===== src/hdl/h2r_pkg.sv =====
// Types and constants of the HSL to RGB converter.
package h2r_pkg;

  localparam int unsigned FRAC_BITS = 12;            // 1.0 == 2**FRAC_BITS
  localparam int unsigned SL_W      = 13;            // saturation/lightness field
  localparam int unsigned HUE_W     = 9;             // hue field
  localparam int unsigned CH_W      = 8;             // output channel
  localparam int unsigned W_W       = 6;             // ramp weight, 0..60
  localparam int unsigned LS_W      = 2 * SL_W;      // l*s product
  localparam int unsigned Q_W       = LS_W + 2;      // signed q and p
  localparam int unsigned D_W       = Q_W + 1;       // signed q-p
  localparam int unsigned PR_W      = D_W + W_W + 1; // signed (q-p)*w
  localparam int unsigned V_W       = PR_W + 1;      // signed 60*channel
  localparam int unsigned T_W       = V_W + 5;       // signed 17*V
  // v*255/(60*ONE^2) == v*17 / 2**(2*FRAC_BITS+2)
  localparam int unsigned OUT_SHIFT = 2 * FRAC_BITS + 2;
  localparam int unsigned STAGES    = 5;

  localparam logic [SL_W-1:0]  HALF     = SL_W'(1 << (FRAC_BITS - 1));
  localparam logic [HUE_W:0]   DEG_60   = (HUE_W+1)'(60);
  localparam logic [HUE_W:0]   DEG_120  = (HUE_W+1)'(120);
  localparam logic [HUE_W:0]   DEG_180  = (HUE_W+1)'(180);
  localparam logic [HUE_W:0]   DEG_240  = (HUE_W+1)'(240);
  localparam logic [HUE_W:0]   DEG_360  = (HUE_W+1)'(360);
  localparam logic [W_W-1:0]   RAMP_MAX = W_W'(60);
  localparam logic [CH_W-1:0]  CH_MAX   = '1;

  typedef logic [W_W-1:0] weight_t;

  typedef struct packed {
    logic [HUE_W-1:0] hue_deg;
    logic [SL_W-1:0]  saturation;
    logic [SL_W-1:0]  lightness;
  } in_beat_t;

  typedef struct packed {
    logic [CH_W-1:0] red;
    logic [CH_W-1:0] green;
    logic [CH_W-1:0] blue;
  } out_beat_t;

  typedef struct packed {
    weight_t red;
    weight_t green;
    weight_t blue;
  } weights_t;

  typedef struct packed {
    logic [SL_W-1:0] lightness;
    logic [SL_W-1:0] saturation;
    logic [LS_W-1:0] ls;
    logic            lo_half;   // 2*l < 1.0
    weights_t        w;
  } prep_t;

  typedef struct packed {
    logic signed [Q_W-1:0] p;
    logic signed [D_W-1:0] diff;
    weights_t              w;
  } mix_t;

endpackage


===== src/hdl/h2r_prep.sv =====
// Stage 1: hue reduction, per-channel ramp weights and the l*s product.
module h2r_prep (
  input  logic             clk_i,
  input  logic             en_i,
  input  h2r_pkg::in_beat_t beat_i,
  output h2r_pkg::prep_t    prep_o
);
  import h2r_pkg::*;

  // a in 0..719 -> a mod 360
  function automatic logic [HUE_W-1:0] hue_wrap(input logic [HUE_W:0] a);
    logic [HUE_W:0] t;
    t = a - DEG_360;
    if (a >= DEG_360) begin
      return t[HUE_W-1:0];
    end
    return a[HUE_W-1:0];
  endfunction

  // weight of q in the channel value, out of 60
  function automatic weight_t ramp_weight(input logic [HUE_W-1:0] d);
    logic [HUE_W:0] dx;
    logic [HUE_W:0] t;
    dx = {1'b0, d};
    t  = DEG_240 - dx;
    if (dx < DEG_60) begin
      return dx[W_W-1:0];
    end else if (dx < DEG_180) begin
      return RAMP_MAX;
    end else if (dx < DEG_240) begin
      return t[W_W-1:0];
    end
    return '0;
  endfunction

  logic [HUE_W-1:0] hm;
  prep_t            prep_d;
  prep_t            prep_q;

  always_comb begin
    hm                = hue_wrap({1'b0, beat_i.hue_deg});
    prep_d.lightness  = beat_i.lightness;
    prep_d.saturation = beat_i.saturation;
    prep_d.ls         = LS_W'(beat_i.lightness) * LS_W'(beat_i.saturation);
    prep_d.lo_half    = beat_i.lightness < HALF;
    prep_d.w.green    = ramp_weight(hm);
    prep_d.w.red      = ramp_weight(hue_wrap({1'b0, hm} + DEG_120));
    prep_d.w.blue     = ramp_weight(hue_wrap({1'b0, hm} + DEG_240));
  end

  always_ff @(posedge clk_i) begin
    if (en_i) begin
      prep_q <= prep_d;
    end
  end

  assign prep_o = prep_q;

endmodule


===== src/hdl/h2r_mix.sv =====
// Stage 2: the two intermediates, kept as p and q-p (scaled by ONE^2).
module h2r_mix (
  input  logic           clk_i,
  input  logic           en_i,
  input  h2r_pkg::prep_t prep_i,
  output h2r_pkg::mix_t  mix_o
);
  import h2r_pkg::*;

  logic signed [Q_W-1:0] q;
  logic signed [Q_W-1:0] l2;
  logic signed [Q_W-1:0] ls;
  mix_t                  mix_d;
  mix_t                  mix_q;

  always_comb begin
    ls = signed'(Q_W'(prep_i.ls));
    l2 = signed'(Q_W'(prep_i.lightness) << (FRAC_BITS + 1));
    if (prep_i.lo_half) begin
      q = signed'(Q_W'(prep_i.lightness) << FRAC_BITS) + ls;
    end else begin
      q = signed'((Q_W'(prep_i.lightness) + Q_W'(prep_i.saturation)) << FRAC_BITS) - ls;
    end
    mix_d.p    = l2 - q;
    mix_d.diff = (D_W'(q) <<< 1) - D_W'(l2);   // q - p
    mix_d.w    = prep_i.w;
  end

  always_ff @(posedge clk_i) begin
    if (en_i) begin
      mix_q <= mix_d;
    end
  end

  assign mix_o = mix_q;

endmodule


===== src/hdl/h2r_chan.sv =====
// Stages 3 to 5 of one color channel: ramp product, sum, scale and clamp.
module h2r_chan (
  input  logic                         clk_i,
  input  logic [2:0]                   en_i,
  input  logic signed [h2r_pkg::Q_W-1:0] p_i,
  input  logic signed [h2r_pkg::D_W-1:0] diff_i,
  input  h2r_pkg::weight_t             w_i,
  output logic [h2r_pkg::CH_W-1:0]     ch_o
);
  import h2r_pkg::*;

  logic signed [PR_W-1:0] prod_d, prod_q;
  logic signed [Q_W-1:0]  p_q;
  logic signed [V_W-1:0]  v_d, v_q;
  logic signed [T_W-1:0]  t17;
  logic signed [T_W-1:0]  sc;
  logic [CH_W-1:0]        ch_d, ch_q;

  always_comb begin
    prod_d = PR_W'(diff_i) * PR_W'(signed'({1'b0, w_i}));
    // 60*p + (q-p)*w
    v_d    = (V_W'(p_q) <<< 6) - (V_W'(p_q) <<< 2) + V_W'(prod_q);
    t17    = (T_W'(v_q) <<< 4) + T_W'(v_q);
    sc     = t17 >>> OUT_SHIFT;
    if (v_q[V_W-1] || (v_q == '0)) begin
      ch_d = '0;
    end else if (|sc[T_W-1:CH_W]) begin
      ch_d = CH_MAX;
    end else begin
      ch_d = sc[CH_W-1:0];
    end
  end

  always_ff @(posedge clk_i) begin
    if (en_i[0]) begin
      prod_q <= prod_d;
      p_q    <= p_i;
    end
    if (en_i[1]) begin
      v_q <= v_d;
    end
    if (en_i[2]) begin
      ch_q <= ch_d;
    end
  end

  assign ch_o = ch_q;

endmodule


===== src/hdl/hsl_to_rgb_converter.sv =====
// Top level of the HSL to RGB pixel converter.
//
// Usage:
//   Input channel in_valid_i/in_ready_o/in_beat_i carries one pixel a beat:
//   hue in whole degrees, saturation and lightness with 1.0 == 4096.
//   Output channel out_valid_o/out_ready_i/out_beat_o carries 8-bit R, G, B.
//   A beat moves on a rising edge with valid and ready both high.
// Throughput: one pixel per cycle; the five-stage pipeline (reduce/multiply,
//   intermediates, ramp multiply, sum, scale/clamp) is limited by nothing
//   but the sink.
// Stall: every stage has its own valid bit and loads when it is empty or
//   when the stage after it moves, so bubbles squeeze out and in_ready_o
//   stays high while any stage is free, even with a result held at the output.
//   A held output beat keeps its payload until taken.
// Reset: rst_ni (async, active low) clears all valid bits; datapath registers
//   are not reset. No configuration, no state between pixels.
module hsl_to_rgb_converter (
  input  logic               clk_i,
  input  logic               rst_ni,
  input  logic               in_valid_i,
  output logic               in_ready_o,
  input  h2r_pkg::in_beat_t  in_beat_i,
  output logic               out_valid_o,
  input  logic               out_ready_i,
  output h2r_pkg::out_beat_t out_beat_o
);
  import h2r_pkg::*;

  logic [STAGES-1:0] valid_q;
  logic [STAGES-1:0] en;
  prep_t             prep;
  mix_t              mix;

  // Stage k loads when empty or when its contents move on.
  always_comb begin
    en[STAGES-1] = !valid_q[STAGES-1] || out_ready_i;
    for (int k = STAGES - 2; k >= 0; k--) begin
      en[k] = !valid_q[k] || en[k+1];
    end
  end

  always_ff @(posedge clk_i or negedge rst_ni) begin
    if (!rst_ni) begin
      valid_q <= '0;
    end else begin
      if (en[0]) begin
        valid_q[0] <= in_valid_i;
      end
      for (int k = 1; k < STAGES; k++) begin
        if (en[k]) begin
          valid_q[k] <= valid_q[k-1];
        end
      end
    end
  end

  // Stage 1: hue mod 360, ramp weights, l*s.
  h2r_prep u_prep (
    .clk_i  (clk_i),
    .en_i   (en[0]),
    .beat_i (in_beat_i),
    .prep_o (prep)
  );

  // Stage 2: p and q-p.
  h2r_mix u_mix (
    .clk_i  (clk_i),
    .en_i   (en[1]),
    .prep_i (prep),
    .mix_o  (mix)
  );

  // Stages 3-5, one lane per channel.
  h2r_chan u_red (
    .clk_i  (clk_i),
    .en_i   (en[4:2]),
    .p_i    (mix.p),
    .diff_i (mix.diff),
    .w_i    (mix.w.red),
    .ch_o   (out_beat_o.red)
  );

  h2r_chan u_green (
    .clk_i  (clk_i),
    .en_i   (en[4:2]),
    .p_i    (mix.p),
    .diff_i (mix.diff),
    .w_i    (mix.w.green),
    .ch_o   (out_beat_o.green)
  );

  h2r_chan u_blue (
    .clk_i  (clk_i),
    .en_i   (en[4:2]),
    .p_i    (mix.p),
    .diff_i (mix.diff),
    .w_i    (mix.w.blue),
    .ch_o   (out_beat_o.blue)
  );

  assign in_ready_o  = en[0];
  assign out_valid_o = valid_q[STAGES-1];

endmodule


===== config.mk =====
export PLATFORM = sky130hd
export DESIGN_NAME = hsl_to_rgb_converter
export DESIGN_NICKNAME = d
export VERILOG_FILES = /design/src/hdl/h2r_pkg.sv /design/src/hdl/h2r_prep.sv /design/src/hdl/h2r_mix.sv /design/src/hdl/h2r_chan.sv /design/src/hdl/hsl_to_rgb_converter.sv
export SDC_FILE = /design/constraint.sdc
export NUM_CORES = 2
export LEC_CHECK = 0
export BUFFER_PORTS_ARGS = -buffer_cell sky130_fd_sc_hd__buf_4
export CAP_MARGIN = 20
export CORE_MARGIN = 2
export CORE_UTILIZATION = 35
export CTS_BUF_LIST = sky130_fd_sc_hd__clkbuf_2
export DETAILED_ROUTE_END_ITERATION = 6
export PLACE_DENSITY_LB_ADDON = 0.08
export SYNTH_ARGS = -nofsm -noshare
export SYNTH_HDL_FRONTEND = slang
export SYNTH_SLANG_ARGS = --single-unit

===== constraint.sdc =====
create_clock -name clk_i -period 15.2 [get_ports clk_i]
set_input_delay 0.76 -clock clk_i [delete_from_list [all_inputs] [get_ports clk_i]]
set_output_delay 0.76 -clock clk_i [all_outputs]
set_load 0.05 [all_outputs]

-- Word level (Yosys, flattened, before mapping)
Cells that the tools add are included.
- bits of input ports: 39
- output and inout port bits: 26
- register bits: 422
- logic and storage cells: 114
- mux-type cells: 31
- $lt $le $gt $ge: 13
- add/subtract/negate cells: 20
- multipliers: 4
- reductions and logical operators: 19
- operators by type and width (kind ; number):
    adder 41 x 37 -> 42 bit ; 3
    adder 35 x 36 -> 37 bit ; 3
    logical NOT 37 bit ; 3
    multiplier 29 x 7 -> 36 bit ; 3
    less-than comparator 9 x 8 -> 1 bit, second input constant ; 6
    2-to-1 mux 6 bit ; 9
    2-to-1 mux 9 bit ; 6
    subtractor 34 x 30 -> 35 bit ; 1
    subtractor 29 x 27 -> 29 bit ; 1
    2-to-1 mux 28 bit ; 1
    subtractor 27 x 28 -> 28 bit ; 1
    subtractor 28 x 27 -> 28 bit ; 1
    adder 25 x 26 -> 27 bit ; 1
    less-than comparator 9 x 6 -> 1 bit, second input constant ; 3
    subtractor 9 bit, second input constant ; 3
    multiplier 13 x 13 -> 26 bit ; 1
    2-to-1 mux 8 bit ; 3
    OR reduction 8 bit ; 3
    >= comparator 10 x 9 -> 1 bit, second input constant ; 2
    subtractor 6 bit, first input constant ; 3
    adder 13 x 13 -> 14 bit ; 1
    less-than comparator 13 x 12 -> 1 bit, second input constant ; 1
    2-to-1 mux 1 bit ; 12
    adder 9 x 7 -> 10 bit, second input constant ; 1
    other kinds (4) ; 15

-- Depth between registers and ports, before layout
- depth in word-level cells: 11
- depth in mapped cells: 26
- gate-level depth less buffers: 26

-- Modules after synthesis
Synthesis repeated with hierarchy kept, for this count alone.
- cell total of the unflattened synthesis: 5908
- area total of the unflattened synthesis: 57188.6 um^2
- by module, submodules not included (module ; cells an instance ; times used ; area each (um^2)):
    h2r_chan (u_red) ; 1465 ; 1 ; 13972.2
    h2r_chan (u_blue) ; 1420 ; 1 ; 13575.5
    h2r_chan (u_green) ; 1347 ; 1 ; 13289.0
    h2r_prep ; 1029 ; 1 ; 9833.2
    h2r_mix ; 630 ; 1 ; 6311.1
    hsl_to_rgb_converter ; 17 ; 1 ; 207.7

-- Worst setup path after synthesis
Ideal clock, no wire load.
- path type: in2reg
- start: input out_ready_i
- end: register u_prep.prep_q, in the netlist u_prep.prep_o[0] (enable)
- required time: 14.357 ns
- arrival time: 4.960 ns
- cell stages on the path: 4
- library setup time: 0.843 ns
- setup slack: 9.397 ns
- cells stage by stage: nor2b_1 nand4_1 inv_1 nand2_1
- cells in the longest elaborated chain, start to end: 5
- ends and longest elaborated chain (what ; RTL line ; source):
    from (decl) ; hsl_to_rgb_converter.sv:24 ; input logic out_ready_i,
    logical OR 1 bit ; hsl_to_rgb_converter.sv:36 ; en[STAGES-1] = !valid_q[STAGES-1] || out_ready_i;
    logical OR 1 bit (3 in a row) ; hsl_to_rgb_converter.sv:38 ; en[k] = !valid_q[k] || en[k+1];
    via en[1] ; hsl_to_rgb_converter.sv:30 ; logic [STAGES-1:0] en;
    logical OR 1 bit ; hsl_to_rgb_converter.sv:38 ;
    via in_ready_o ; hsl_to_rgb_converter.sv:21 ; output logic in_ready_o,
    to (signal assigned) ; h2r_prep.sv:53 ; prep_q <= prep_d;
    to (decl) ; h2r_prep.sv:38 ; prep_t prep_q;
The timed path passes the listed nets, and every way through them passes these cells.
A chain may end at the register's enable or synchronous reset.

-- Worst setup path in the final report
- start: register u_mix.mix_q, in the netlist u_mix.mix_o[7]
- end: register u_green.prod_q[35] (data pin)
- cells in the longest elaborated chain, start to end: 1
- ends and longest elaborated chain (what ; RTL line ; source):
    from (decl) ; h2r_mix.sv:14 ; mix_t mix_q;
    from (signal assigned) ; h2r_mix.sv:31 ; mix_q <= mix_d;
    multiplier 29 x 7 -> 36 bit ; h2r_chan.sv:20 ; prod_d = PR_W'(diff_i) * PR_W'(signed'({1'b0, w_i}));
    via u_green.prod_d[35] ; h2r_chan.sv:12 ; logic signed [PR_W-1:0] prod_d, prod_q;
    to (signal assigned) ; h2r_chan.sv:36 ; prod_q <= prod_d;
    to (decl) ; h2r_chan.sv:12 ;
The timed path passes the listed nets, and every way through them passes these cells.

==> results.ini <==
[global_routing]
grt_pass1_vias=37950
grt_pass1_wl_um=217100
grt_max_degree=74
gr-usage-met1_pct=26.09
grt_use_total_pct=19.01
grt_overflow=0
antenna_found_initial=11
top_usage_layer=met2
met2_usage_pct=31.61
use_met3_pct=2.102

[sta]
worstMarginPinSlew_ns=1.152
setup_violations=0
max_clock_freq_mhz=157.8
slew_headroom_pct=22.66
period_needed_ns=6.336
maxSlewViolCount=0
rsz0062_at_grt=no
final.setup_skew_ns=0.1327
setup_tns_ns=0
final-hold-violation-count=0
min_period_over_period_pct=41.69

[clock_network]
clockRootBuffer=clkbuf_2
tritoncts=done
clk_latency_ns=1.43
h-tree-depth=3
cts_max_path_buffers=3
clock-sinks=414
cts_resized=0
cts_setup_buffers=0
path_clk_slew_ns=0.11
numCtsBuffers=113
postCtsHoldBufs=56

[route]
num_vias=36610
avgRoutedWirePerCell_um=18.88
drtAntennaViolNets=0
drt_iter0_markers=1587
drcViolationCount=0
wl_um=136700
viasPerCell=5.056
dr.pass1.iters=5

[worst_setup_path]
required_ns=16.38
worst-setup-path-type=reg -> reg
crit_fanout=16
timing.rr.start=u_mix.mix_o[7]
arrival_ns=7.52
start_kind=flop
cp-startpoint=u_mix.mix_o[7]
crit_path_end_kind=flop

[synthesis]
synth-edff-count=409
yosysWarnings=0
netlist_instances=5116
ys_types=91
synth_seq_area_share_pct=24.91
syn_avg_cell_area_um2=9.734
ys.flop_type=edfxtp_1
synth-async-reset-ratio_pct=1.208
synthesis.area_um2=49800
yosys_register_bits=414
mappedNetlistNets=6217

[floorplan]
dieWidth_um=381.2
io_pins=65
core_um2=141400
dieArea_um2=145300
start_util_pct=35.21
rows=138
fp.dieH_um=381.2

[final_layout]
area_growth_pct=8.975
drive_above_1_share_pct=6.510
finalNetCount=6371
nFillCells=14270

[placed_design]
dp_hpwl_um=109900
port_buffers=64
place_congestion=0.8570

[min_path]
worstHoldStart=in_beat_i[8]
worstHoldPathType=in -> reg

[job]
drv_cap=0

[status]
status=complete, no violations

-- cell families after synthesis --
| logic type | count (synthesis) | synth area share [%] |
|---|---|---|
| xor gates and xnor gates | 348 | 6.121 |
| muxes | 30 | 0.6432 |
| AOI/OAI and AO/OA | 1035 | 13.62 |
| DFF | 414 | 24.91 |
| and+or+nand+nor | 1543 | 15.72 |
| buffers and inverters | 684 | 5.188 |
| adders and majority gates | 1062 | 33.80 |
-- path summary, 6_finish.rpt --
path	end	slack [ns]	cells past startpoint
worst max-delay path	u_green.prod_q[35]	8.86	18
worst min-delay path	u_prep.prep_o[66]	0.25	2
worst max register to register	u_green.prod_q[35]	8.86	18
worst min register to register	u_mix.mix_o[15]	0.41	0
max in group asynchronous	valid_q[4]	14.67	3
min in group asynchronous	valid_q[0]	0.32	3
-- stage by stage --
step	util [%]	worst slack, ns	area [um2]	hold slack, ns	instances
after floorplan	-	9.397	49800	0.4003	5116
after global placement	37.10	8.771	52460	0.4009	6980
after detailed placement	37.20	8.718	52610	0.4045	6986
after CTS	38.32	8.625	54190	0.001755	7233
after global routing	38.37	8.534	54260	0.1039	7240
final	38.37	8.864	54270	0.2502	7241
-- cell type report --
class / instances / area [um2] / share of cell area [%]
Antenna cell: 5 / 12.51 / 0.02306
Clock buffer: 158 / 790.8 / 1.457
Clock inverter: 33 / 236.5 / 0.4358
Inverter: 557 / 2092 / 3.855
Multi-Input combinational cell: 4018 / 34840 / 64.20
Sequential cell: 414 / 12410 / 22.86
Tap cell: 1890 / 2365 / 4.358
Timing Repair Buffer: 166 / 1524 / 2.808
-- critical path: stages (launching register included) --
cell and delay [ns]:
edfxtp_1 0.81, buf_16 0.23, nand2_1 0.08, fa_1 0.53, inv_1 0.05, fa_1 0.46, fa_1 0.53, fa_1 0.49
ha_1 0.37, a21oi_1 0.15, nor2_1 0.06, nor2_1 0.07, o21ai_0 0.12, a2111oi_0 0.88, a21oi_1 0.19, o21ai_0 0.55
o211ai_1 0.19, a21oi_1 0.21, xnor2_1 0.10
-- cells in the mapped netlist (all sizes together) (10+ instances only) --
cell type  number  area [um2]
ha            590        7382
inv           555        2083
nand2         485        1821
fa            472        9449
edfxtp        409       12280
and2          376        2352
a21oi         292        1465
xnor2         242        2120
nor2          214       805.8
o21ai         185       925.9
a21o          145        1089
clkbuf        114       427.9
xor2          106       928.4
nand3          79       395.4
nor3           79       416.7
o21a           65       488.0
nand2b         59       369.1
o21bai         54       405.4
a31oi          48       300.3
nor2b          46       287.8
a211oi         42       315.3
and3           38       237.7
nor4           38       244.0
nand4          32       200.2
or3            32       200.2
o211ai         25       187.7
or2            24       150.1
o31ai          21       171.4
mux2i          20       203.9
buf            13       63.81
a311oi         12       128.9
nand3b         12       102.6
a2111oi        11       102.6
a211o          11       96.34
a21boi         11       82.58
a41oi          11       96.34
mux2           10       116.4
-- sequential cells by signal, summed over array words and instances, names as in the netlist, 28 cells and up --
| register | flops |
|---|---|
| u_green.p_q | 28 |
| u_blue.prod_q | 35 |
| u_green.prod_q | 35 |
| u_green.v_q | 36 |
| u_red.prod_q | 35 |
| u_red.v_q | 36 |
| u_mix.mix_o | 73 |
| u_prep.prep_o | 71 |
| u_blue.v_q | 36 |
-- cells in the final DEF (no fill, tap or decap), drive strengths merged, types with 185 or more instances in the layout --
cell type and n:
inv 557, nor2 214, xnor2 242, a21oi 292
o21ai 185, and2 376, nand2 485, fa 472
edfxtp 409, ha 590
-- metal layers --
| layer | wire [um] | vias to the layer above |
|---|---|---|
| met5 | 0 | - |
| met4 | 3089 | 0 |
| met3 | 4182 | 143 |
| met2 | 63510 | 554 |
| met1 | 65910 | 17780 |
| li1 | - | 18130 |
Power is left out: the tool's default activity adds up to more than one toggle a clock period on the data nets, which glitch-free logic cannot reach.
